### src/sv/spc_pkg.sv
// Shared constants and codes for the segment pair closest point block.
// No dependencies; the files that use it refer to it by scoped names.
package spc_pkg;

  // Result field widths, fixed by the result format
  localparam int unsigned PARAM_W = 17;
  localparam int unsigned POINT_W = 32;
  localparam int unsigned DIST_W  = 50;

  // Number of projection lanes and depth of the front-to-back queue
  localparam int unsigned LANES       = 4;
  localparam int unsigned QUEUE_DEPTH = 4;

  // Saturation value of the squared distance
  localparam logic [DIST_W-1:0] DIST_MAX = '1;

  // Endpoint candidates of the parallel case, in priority order
  typedef enum logic [1:0] {
    CAND_A_START,
    CAND_A_END,
    CAND_B_START,
    CAND_B_END
  } cand_e;

endpackage

### src/sv/spc_queue.sv
// Short FIFO between the front and back pipelines.
// Depends on spc_pkg for its depth; the entry type is a module parameter.
module spc_queue #(
  parameter type T = logic
) (
  input  logic clk_i,
  input  logic rst_ni,
  input  logic push_valid_i,
  output logic push_ready_o,
  input  T     push_data_i,
  output logic pop_valid_o,
  input  logic pop_ready_i,
  output T     pop_data_o
);

  localparam int DEPTH = spc_pkg::QUEUE_DEPTH;
  localparam int PTR_W = $clog2(DEPTH);
  localparam int CNT_W = $clog2(DEPTH + 1);

  T                   mem_q [DEPTH];
  logic [PTR_W-1:0]   wr_q, rd_q;
  logic [CNT_W-1:0]   cnt_q;
  logic               push, pop;

  assign push_ready_o = (cnt_q != CNT_W'(DEPTH));
  assign pop_valid_o  = (cnt_q != '0);
  assign push         = push_valid_i && push_ready_o;
  assign pop          = pop_valid_o && pop_ready_i;
  assign pop_data_o   = mem_q[rd_q];

  // Pointers and fill count
  always_ff @(posedge clk_i or negedge rst_ni) begin
    if (!rst_ni) begin
      wr_q  <= '0;
      rd_q  <= '0;
      cnt_q <= '0;
    end else begin
      if (push) begin
        wr_q <= (wr_q == PTR_W'(DEPTH - 1)) ? '0 : wr_q + 1'b1;
      end
      if (pop) begin
        rd_q <= (rd_q == PTR_W'(DEPTH - 1)) ? '0 : rd_q + 1'b1;
      end
      if (push && !pop) begin
        cnt_q <= cnt_q + 1'b1;
      end else if (pop && !push) begin
        cnt_q <= cnt_q - 1'b1;
      end
    end
  end

  // Entry storage
  always_ff @(posedge clk_i) begin
    if (push) begin
      mem_q[wr_q] <= push_data_i;
    end
  end

  a_cnt_range: assert property (@(posedge clk_i) disable iff (!rst_ni)
    cnt_q <= CNT_W'(DEPTH))
    else $error("queue count beyond depth");

  a_cnt_up: assert property (@(posedge clk_i) disable iff (!rst_ni)
    (push && !pop) |=> cnt_q == $past(cnt_q) + 1'b1)
    else $error("queue count missed a push");

  a_cnt_down: assert property (@(posedge clk_i) disable iff (!rst_ni)
    (pop && !push) |=> cnt_q == $past(cnt_q) - 1'b1)
    else $error("queue count missed a pop");

  a_head_fwd: assert property (@(posedge clk_i) disable iff (!rst_ni)
    (push && cnt_q == '0) |=> pop_data_o == $past(push_data_i))
    else $error("queue head differs from first entry written");

endmodule

### config.mk
export PLATFORM = sky130hd
export DESIGN_NAME = spc_queue
export DESIGN_NICKNAME = d
export VERILOG_FILES = /design/src/sv/spc_pkg.sv /design/src/sv/spc_queue.sv
export SDC_FILE = /design/constraint.sdc
export NUM_CORES = 1
export LEC_CHECK = 0
export BUFFER_PORTS_ARGS = -buffer_cell sky130_fd_sc_hd__clkbuf_2
export CORE_AREA = 5 5 42 44
export CTS_BUF_LIST = sky130_fd_sc_hd__clkbuf_2 sky130_fd_sc_hd__clkbuf_4 sky130_fd_sc_hd__clkbuf_8
export DETAILED_ROUTE_END_ITERATION = 12
export DIE_AREA = 0 0 47 49
export SKIP_CTS_REPAIR_TIMING = 1
export SLEW_MARGIN = 0
export SYNTH_ARGS = -nofsm -noshare
export SYNTH_HDL_FRONTEND = slang
export SYNTH_SLANG_ARGS = --single-unit
### constraint.sdc
create_clock -name clk_i -period 2.7 [get_ports clk_i]
set_input_delay 0.405 -clock clk_i [delete_from_list [all_inputs] [get_ports clk_i]]
set_output_delay 0.405 -clock clk_i [all_outputs]
set_load 0.03 [all_outputs]
== After elaboration in Yosys (flattened, before gate mapping) ==
Memories as Yosys holds them, arrays and structs flattened.
Cells that the tools add are included.
Operators by class
  add/subtract/negate cells: 4
  equal/unequal tests: 3
  mux-type cells: 6
  reduce and logical (&&, ||, !) cells: 8
Operator list (count)
  two-way mux 3 bit: 2
  adder 2 x 1 -> 2 bit, second input constant: 2
  == test 2 bit, second input constant: 2
  logical AND 1 bit: 4
  two-way mux 2 bit: 2
  adder 3 x 1 -> 3 bit, second input constant: 1
  inequality test 3 bit, second input constant: 1
  nonzero test 3 bit: 1
  subtractor 3 x 1 -> 3 bit, second input constant: 1
  logical NOT 1 bit: 2
  two-way mux 1 bit: 2
  nonzero test 2 bit: 1
Word-level totals
  memories kept: 1
  output and inout port bits: 3
  logic and storage cells: 25
  flip-flop bits (word level): 7
  memory bits (writable): 4
  input port bits: 5
Memories
  mem_q: depth 4, width 1, rd ports 1, clocked after memory_dff 0, write ports 1, RTL line spc_queue.sv:20  | T mem_q [DEPTH];

== Logic depth before layout (Yosys ltp) ==
Gate-level depths: netlist of run 1.
  depth after elaboration: 6
  mapped depth: 8
  mapped depth without buffers: 8

== Least setup slack after synthesis of run 1 ==
OpenSTA, ideal clock, no wires.
  path type: register -> register
  from: register cnt_q[1]
  to: register cnt_q[2]
  cell stages (with the launch flop): 9
  arrival time: 1.931 ns
  data required time: 2.621 ns
  period minus slack after synthesis: 2.010 ns
  path slack: 0.690 ns
  setup time: 0.079 ns
  path buffers: 0
  cell sequence: dfrtp_1 -> or3_4 -> nand2_4 -> ha_1 -> inv_1 -> fa_1 -> xor2_1 -> nor2_1 -> xor2_1
On the way
  longest elaborated chain between the ends: 5
  elaborated cells between the ends (all ways): 13
  classes of those cells: add/sub (2); eq/ne (1); mux (2); reduce/logical (8)
RTL lines
  from (decl): RTL line spc_queue.sv:22  | logic [CNT_W-1:0] cnt_q;
  from (signal assigned): RTL line spc_queue.sv:45  | cnt_q <= cnt_q + 1'b1;
  from (signal assigned): RTL line spc_queue.sv:47  | cnt_q <= cnt_q - 1'b1;
  nonzero test 3 bit *: RTL line spc_queue.sv:26  | assign pop_valid_o = (cnt_q != '0);
  via pop_valid_o: RTL line spc_queue.sv:11  | output logic pop_valid_o,
  logical AND 1 bit *: RTL line spc_queue.sv:28  | assign pop = pop_valid_o && pop_ready_i;
  logical NOT 1 bit: RTL line spc_queue.sv:44  | if (push && !pop) begin
  logical AND 1 bit: RTL line spc_queue.sv:44
  two-way mux 3 bit / nonzero test 2 bit (equally long branches)
Mark *: on every way through the listed nets, which the timed path passes. The rest lies on a longest branch. The select of a mux whose other input is x is not followed.
A chain may end at the register's enable or synchronous reset.

== Worst setup path in the final report of run 1 ==
  from: register cnt_q[1]
  to: register cnt_q[2]
On the way
  longest elaborated chain between the ends: 5
  elaborated cells between the ends (all ways): 13
  classes of those cells: add/sub (2); eq/ne (1); mux (2); reduce/logical (8)
RTL lines
  branches (longest 5 deep; another with subtractor 3 x 1 -> 3 bit)
Several ways; the timed one is not identified. The select of a mux whose other input is x is not followed.

==> results of run 1 <==
## cell usage after synthesis
| library cell | n |
|---|---|
| and2_1 | 4 |
| nor2_1 | 4 |
| inv_1 | 3 |
| xnor2_1 | 1 |
| edfxtp_1 | 4 |
| or3_4 | 1 |
| dfrtp_1 | 7 |
| nand2_4 | 1 |
| a21boi_2 | 1 |
| mux2_4 | 2 |
| fa_1 | 1 |
| mux4_2 | 1 |
| ha_1 | 6 |
| mux2_2 | 3 |
| nand2_1 | 1 |
| xor2_1 | 2 |
## power by group through the flow
stage	clock (W)	combinational, W	sequential [W]
6_report	0.000119	0.000361	0.000313
5_1_grt	0.000138	0.000400	0.000321
4_1_cts	0.000126	0.000370	0.000314
3_5_place_dp	0	0.000365	0.000318
3_3_place_gp	0	0.000336	0.000311
2_1_floorplan	0	0.000289	0.000303
## logic make-up after synthesis
family,Yosys count
and+or+nand+nor,11
buffers and inverters,3
AOI/OAI and AO/OA,1
xor gates and xnor gates,3
muxes,6
adders and majority gates,7
DFF,11
## flip-flops by register name, summed over array words and instances (netlist names)
signal / flops
mem_q: 4
cnt_q: 3
wr_q: 2
rd_q: 2
## final cells by class
class                      instances  share of cell area [%]
timing repair buffer               8                    6.56
tap                               16                    2.91
inverter                           3                    1.64
clock buffer                       4                    4.37
sequential                        11                    43.0
multi-input combinational         28                    41.5
## path summary, 6_finish.rpt
check	slack [ns]	end	depth (start not counted)	start
worst max-delay path	0.65	cnt_q[2]$_DFFE_PN0P_	8	cnt_q[1]$_DFFE_PN0P_
worst min-delay path	0.36	mem_q[1]$_DFFE_PP_	1	push_data_i
worst max register to register	0.65	cnt_q[2]$_DFFE_PN0P_	8	cnt_q[1]$_DFFE_PN0P_
worst min register to register	0.54	cnt_q[2]$_DFFE_PN0P_	1	cnt_q[2]$_DFFE_PN0P_
max in group asynchronous	2.02	cnt_q[0]$_DFFE_PN0P_	2	rst_ni
min in group asynchronous	0.52	rd_q[1]$_DFFE_PN0P_	2	rst_ni
## metrics by stage
| step | total power, W | hold slack (ns) | area, um^2 | cells | utilization, % |
|---|---|---|---|---|---|
| 6_report | 0.000793 | 0.364 | 687 | 70 | 49.0 |
| 5_1_grt | 0.000859 | 0.364 | 687 | 70 | 49.0 |
| 4_1_cts | 0.000810 | -0.0368 | 677 | 69 | 48.3 |
| 3_5_place_dp | 0.000683 | 0.260 | 647 | 65 | 46.2 |
| 3_3_place_gp | 0.000647 | 0.250 | 647 | 65 | 46.2 |
| 2_1_floorplan | 0.000592 | 0.109 | 592 | 42 | - |
## per-layer routing
metal  wire, um  vias to the layer above
met4          0                        0
li1           -                      164
met3         33                        0
met2        532                        4
met5          0                        -
met1        337                      150
## worst max-delay path, stage by stage (launching register included)
cell     delay (ns)
dfrtp_1        0.42
or3_4          0.42
nand2_4        0.10
ha_1           0.18
inv_1          0.06
fa_1           0.37
xor2_1         0.15
nor2_1         0.11
xor2_1         0.16
==> key figures, run 1 <==
Synth
  • Synth Area in Adders: around 16%
  • Largest family of logic cells by synthesized area: adder cells
  • Syn. warnings: 0
  • Post-Synth XOR/XNOR Area: approximately 4.4%
  • Main area contributors after synthesis: dfrtp_1 30%, edfxtp_1 20%, ha_1 13%, mux2_2 5.7%, mux2_4 5.1%
  • Synth Area in Compound Gates: 1.90%
  • Syn_nets: 54
  • Area leader, netlist: dfrtp_1
  • Cells after synthesis: between 40 and 50
  • Multiplexer share of the synthesized area: about 15%
  • Synth unique cells: 16
  • Yosys reg bits: 11
  • Post-synthesis sequential area ratio: between 40% and 50%
  • Synthesized area: about 590 um^2
  • Post-synth top area share: ~30%
  • Syn_area_per_cell: about 14 um^2
  • Synth Area in Simple Gates: ~11%

Final layout
  • Footprint of the multi-input gates: roughly 290 um^2
  • Most frequent cells in the layout: 7 x dfrtp_1, 7 x clkbuf_2, 6 x ha_1
  • Ant. Diodes: 0
  • Fillers: between 100 and 150
  • Nets: between 60 and 70
  • Layout cells sized above 1: 37.0%
  • Area Growth Syn to Fin: 16.1%
  • Reg area: between 200 and 300 um^2

Global route
  • Pin count of the biggest net entering global routing: 8
  • Initial antenna violation count: 0
  • Vias in the first global route: roughly 330
  • GRT Total Usage: 9.65%
  • First-pass GRT wire length: roughly 1.5 mm
  • M1 GR Usage: 8.06%
  • Met3 Usage GRT: under 10%
  • Global routing's busiest layer: met2
  • Met2 Track Usage GR: about 16%
  • Overflow after GRT: 0

Place
  • Dpl ws: between 0.6 and 0.7 ns
  • # port buffers: 7
  • Routability cong.: approximately 0.78
  • DP HPWL: 730 um

Route
  • Initial DRC Count: 2
  • DRC viols: 0
  • Pre-antenna DRT Iters: 4
  • Routed WL per cell: about 13 um
  • WL final: 904 um
  • Final ANT Viol Nets: 0
  • Vias post-DR: between 300 and 400
  • Vias per cell: between 4 and 5

Timing
  • Clock Skews: about 0.0020 ns
  • Period minus WS final: ~2 ns
  • Worst Tran Pin Value: slightly below 0.3 ns
  • Slew Viols, Final: 0
  • Final Hold Violating Endpoints: 0
  • Tcrit/Tclk final: between 70 and 80%
  • Slew HR: about 80%
  • Setup-failing EPs final: 0
  • Worst setup margin: about 0.65 ns
  • Fmax: a little under 500 MHz
  • RSZ-0062 raised after global routing: no
  • Setup TNS: 0 ns

Clock network
  • Clk buf depth: 2
  • Total clock sinks: 11
  • CTS Buf Count: 3
  • CTS tree: done
  • Worst skew pair latency: 0.26 ns
  • H-tree Lvls: 1
  • Root Buffer: clkbuf_4
  • Clock slew at reported path FFs: 0.07 ns

Worst setup path
  • Worst Path Required: 2.89 ns
  • Worst Path Arrival: approximately 2.2 ns
  • Crit end category: flip-flop
  • Crit-path max FO: 4
  • Worst setup SP type: flip-flop
  • Type of the worst setup path: reg2reg

Floorplanning
  • Die width: ~47 um
  • Initial core utilization: a little over two fifths
  • Core area: around 1400 um^2
  • Die Height: ~49 um
  • Row count: 14
  • Top-Level Pins: 8
  • Die outline area: about 2300 um^2

Power and ir drop
  • Switching power share of the total: a little under two fifths
  • Int Power: ~0.00050 W
  • LEAKAGE: between 0.3 and 0.4 nW
  • Flop pwr share: around two fifths
  • P_sw: between 0.0002 and 0.0003 W
  • Worst vdd ir: between 0.0004 and 0.0005 V
  • Logic pwr share: approximately 46%
  • Clock power share: ~15%
  • PwrDens: ~1200 nW/um^2

Run
  • Max-cap violations: 0

Min path
  • Hold Path Class: in2reg

Status
  • Status: complete, no violations
Note: power is estimated with default switching activity, not from simulation.
==> inputs of run 2 (changes only) <==
clock period = 1.9 ns   (was 2.7 ns; I/O delays follow)
==> key figures, run 2 (synthesized netlist as in run 1, its figures left out) <==
Clock network
  • Clk buf depth: 2
  • CTS Buf Count: 3
  • H-tree Lvls: 1
  • Worst skew pair latency: about 0.26 ns
  • Total clock sinks: 11
  • Clock slew at reported path FFs: roughly 0.07 ns
  • Root Buffer: clkbuf_4
  • CTS tree: done

Timing
  • Worst Tran Pin Value: about 0.21 ns
  • RSZ-0062 raised after global routing: yes
  • Period minus WS final: about 1.9 ns
  • Slew HR: about 86%
  • Clock Skews: approximately 0.0044 ns
  • Worst setup margin: approximately 0.049 ns
  • Final Hold Violating Endpoints: 0
  • Fmax: ~540 MHz
  • Tcrit/Tclk final: 97.4%
  • Setup-failing EPs final: 0
  • Slew Viols, Final: 0

Final layout
  • Ant. Diodes: 0
  • Most flops, register: mem_q
  • Layout cells sized above 1: 52.5%
  • Regs by FF count: mem_q: 4 flops, cnt_q: 3 flops
  • Final Util: between 50% and 60%
  • Final Non-Filler Cells: just under 80
  • Fillers: about 130
  • Reg area: roughly 300 um^2
  • Most frequent cells in the layout: 7 x clkbuf_2, 7 x buf_4, 6 x dfrtp_1, 5 x ha_1
  • Max FFs per register: 4
  • Nets: 74
  • Footprint of the multi-input gates: between 300 and 400 um^2
  • Final Cell Area: about 760 um^2
  • Area Growth Syn to Fin: 28.8%

Route
  • Final ANT Viol Nets: 0
  • Routed WL per cell: approximately 12 um
  • Pre-antenna DRT Iters: 4
  • Initial DRC Count: 6
  • Top Metal Used: met3
  • WL final: roughly 920 um
  • Vias per cell: between 4 and 5
  • Vias post-DR: 359
  • Met3 WL: just over 40 um
  • DRC viols: 0
  • Wl on met1: roughly 360 um
  • WL met2: 526 um

Global route
  • Initial antenna violation count: 0
  • Vias in the first global route: between 300 and 400
  • Overflow after GRT: 0
  • GRT Total Usage: about a tenth
  • Pin count of the biggest net entering global routing: 8
  • First-pass GRT wire length: around 1.5 mm

Power and ir drop
  • Final Power: about 0.0013 W
  • Worst vdd ir: 0.000825 V
  • LEAKAGE: 0.352 nW
  • PwrDens: about 1600 nW/um^2

Floorplanning
  • Core area: approximately 1400 um^2
  • Die width: around 47 um
  • Die outline area: between 2000 and 2500 um^2
  • Row count: 14
  • Die Height: approximately 49 um
  • Initial core utilization: 42.2%
  • Top-Level Pins: 8

Worst setup path
  • Worst Path Required: ~2 ns
  • Largest stage delay on the critical path: roughly 0.43 ns
  • CP max stage cell: dfrtp_2
  • Crit end category: flip-flop
  • Worst Path Arrival: roughly 2.0 ns
  • R2R Setup Slk: approximately 0.049 ns
  • Buffers and inverters on the worst path: 1
  • Crit-path max FO: 4
  • CP top delay family: adder cells
  • Worst setup SP type: flip-flop
  • CP cell instances: or3_4 -> nand2_4 -> ha_4 -> inv_2 -> fa_2 -> mux2_4
  • Type of the worst setup path: reg2reg

Min path
  • Hold Path Class: in2reg

Place
  • # port buffers: 7
  • Dpl cells: 68
  • Dpl ws: approximately 0.015 ns
  • DP HPWL: between 700 and 800 um
  • Area post-placement: ~690 um^2
  • Routability cong.: between 0.7 and 0.8

Run
  • Max-cap violations: 0

Status
  • Status: complete, no violations
==> run 2: stage by stage <==
step | hold WS, ns | TNS [ns]
after floorplan | -0.0106 | -0.0403
after global placement | 0.130 | 0
after detailed placement | 0.137 | 0
after CTS | -0.149 | -0.00725
after global routing | 0.236 | -0.0192
final | 0.248 | 0
==> run 2: path summary, 6_finish.rpt <==
kind	from	endpoint	cells after the start
worst max-delay path	cnt_q[1]$_DFFE_PN0P_	cnt_q[1]$_DFFE_PN0P_	6
max in group asynchronous	rst_ni	cnt_q[1]$_DFFE_PN0P_	2
worst max register to register	cnt_q[1]$_DFFE_PN0P_	cnt_q[1]$_DFFE_PN0P_	6
min in group asynchronous	rst_ni	cnt_q[2]$_DFFE_PN0P_	2
worst min register to register	rd_q[1]$_DFFE_PN0P_	rd_q[1]$_DFFE_PN0P_	1
worst min-delay path	push_data_i	mem_q[2]$_DFFE_PP_	1
==> run 2: power by group <==
| part | leakage, nW | total [W] | internal [W] | switching [W] |
|---|---|---|---|---|
| logic | 0.215 | 0.000660 | 0.000362 | 0.000298 |
| clock network | 0.0184 | 0.000167 | 0.0000953 | 0.0000712 |
| registers | 0.118 | 0.000429 | 0.000350 | 0.0000788 |
| total | 0.352 | 0.00126 | 0.000808 | 0.000448 |
==> run 2: worst register-to-register path, stage by stage, from the launching register on <==
cell,delay [ns]
dfrtp_2,0.43
or3_4,0.35
nand2_4,0.09
ha_4,0.14
inv_2,0.04
fa_2,0.41
mux2_4,0.28
==> run 2: cell type report <==
| class | instances | area share [%] |
|---|---|---|
| clock buffers | 4 | 3.94 |
| inverters | 3 | 1.48 |
| multi-input cells | 28 | 40.2 |
| flip-flops and latches | 11 | 38.9 |
| well taps | 16 | 2.63 |
| repair buffers | 15 | 12.8 |
==> run 2: layer usage <==
metal,up-vias,track usage [%]
met1,173,10.9
li1,180,-
met4,0,4.15
met3,0,3.32
met5,-,0
met2,6,15.4
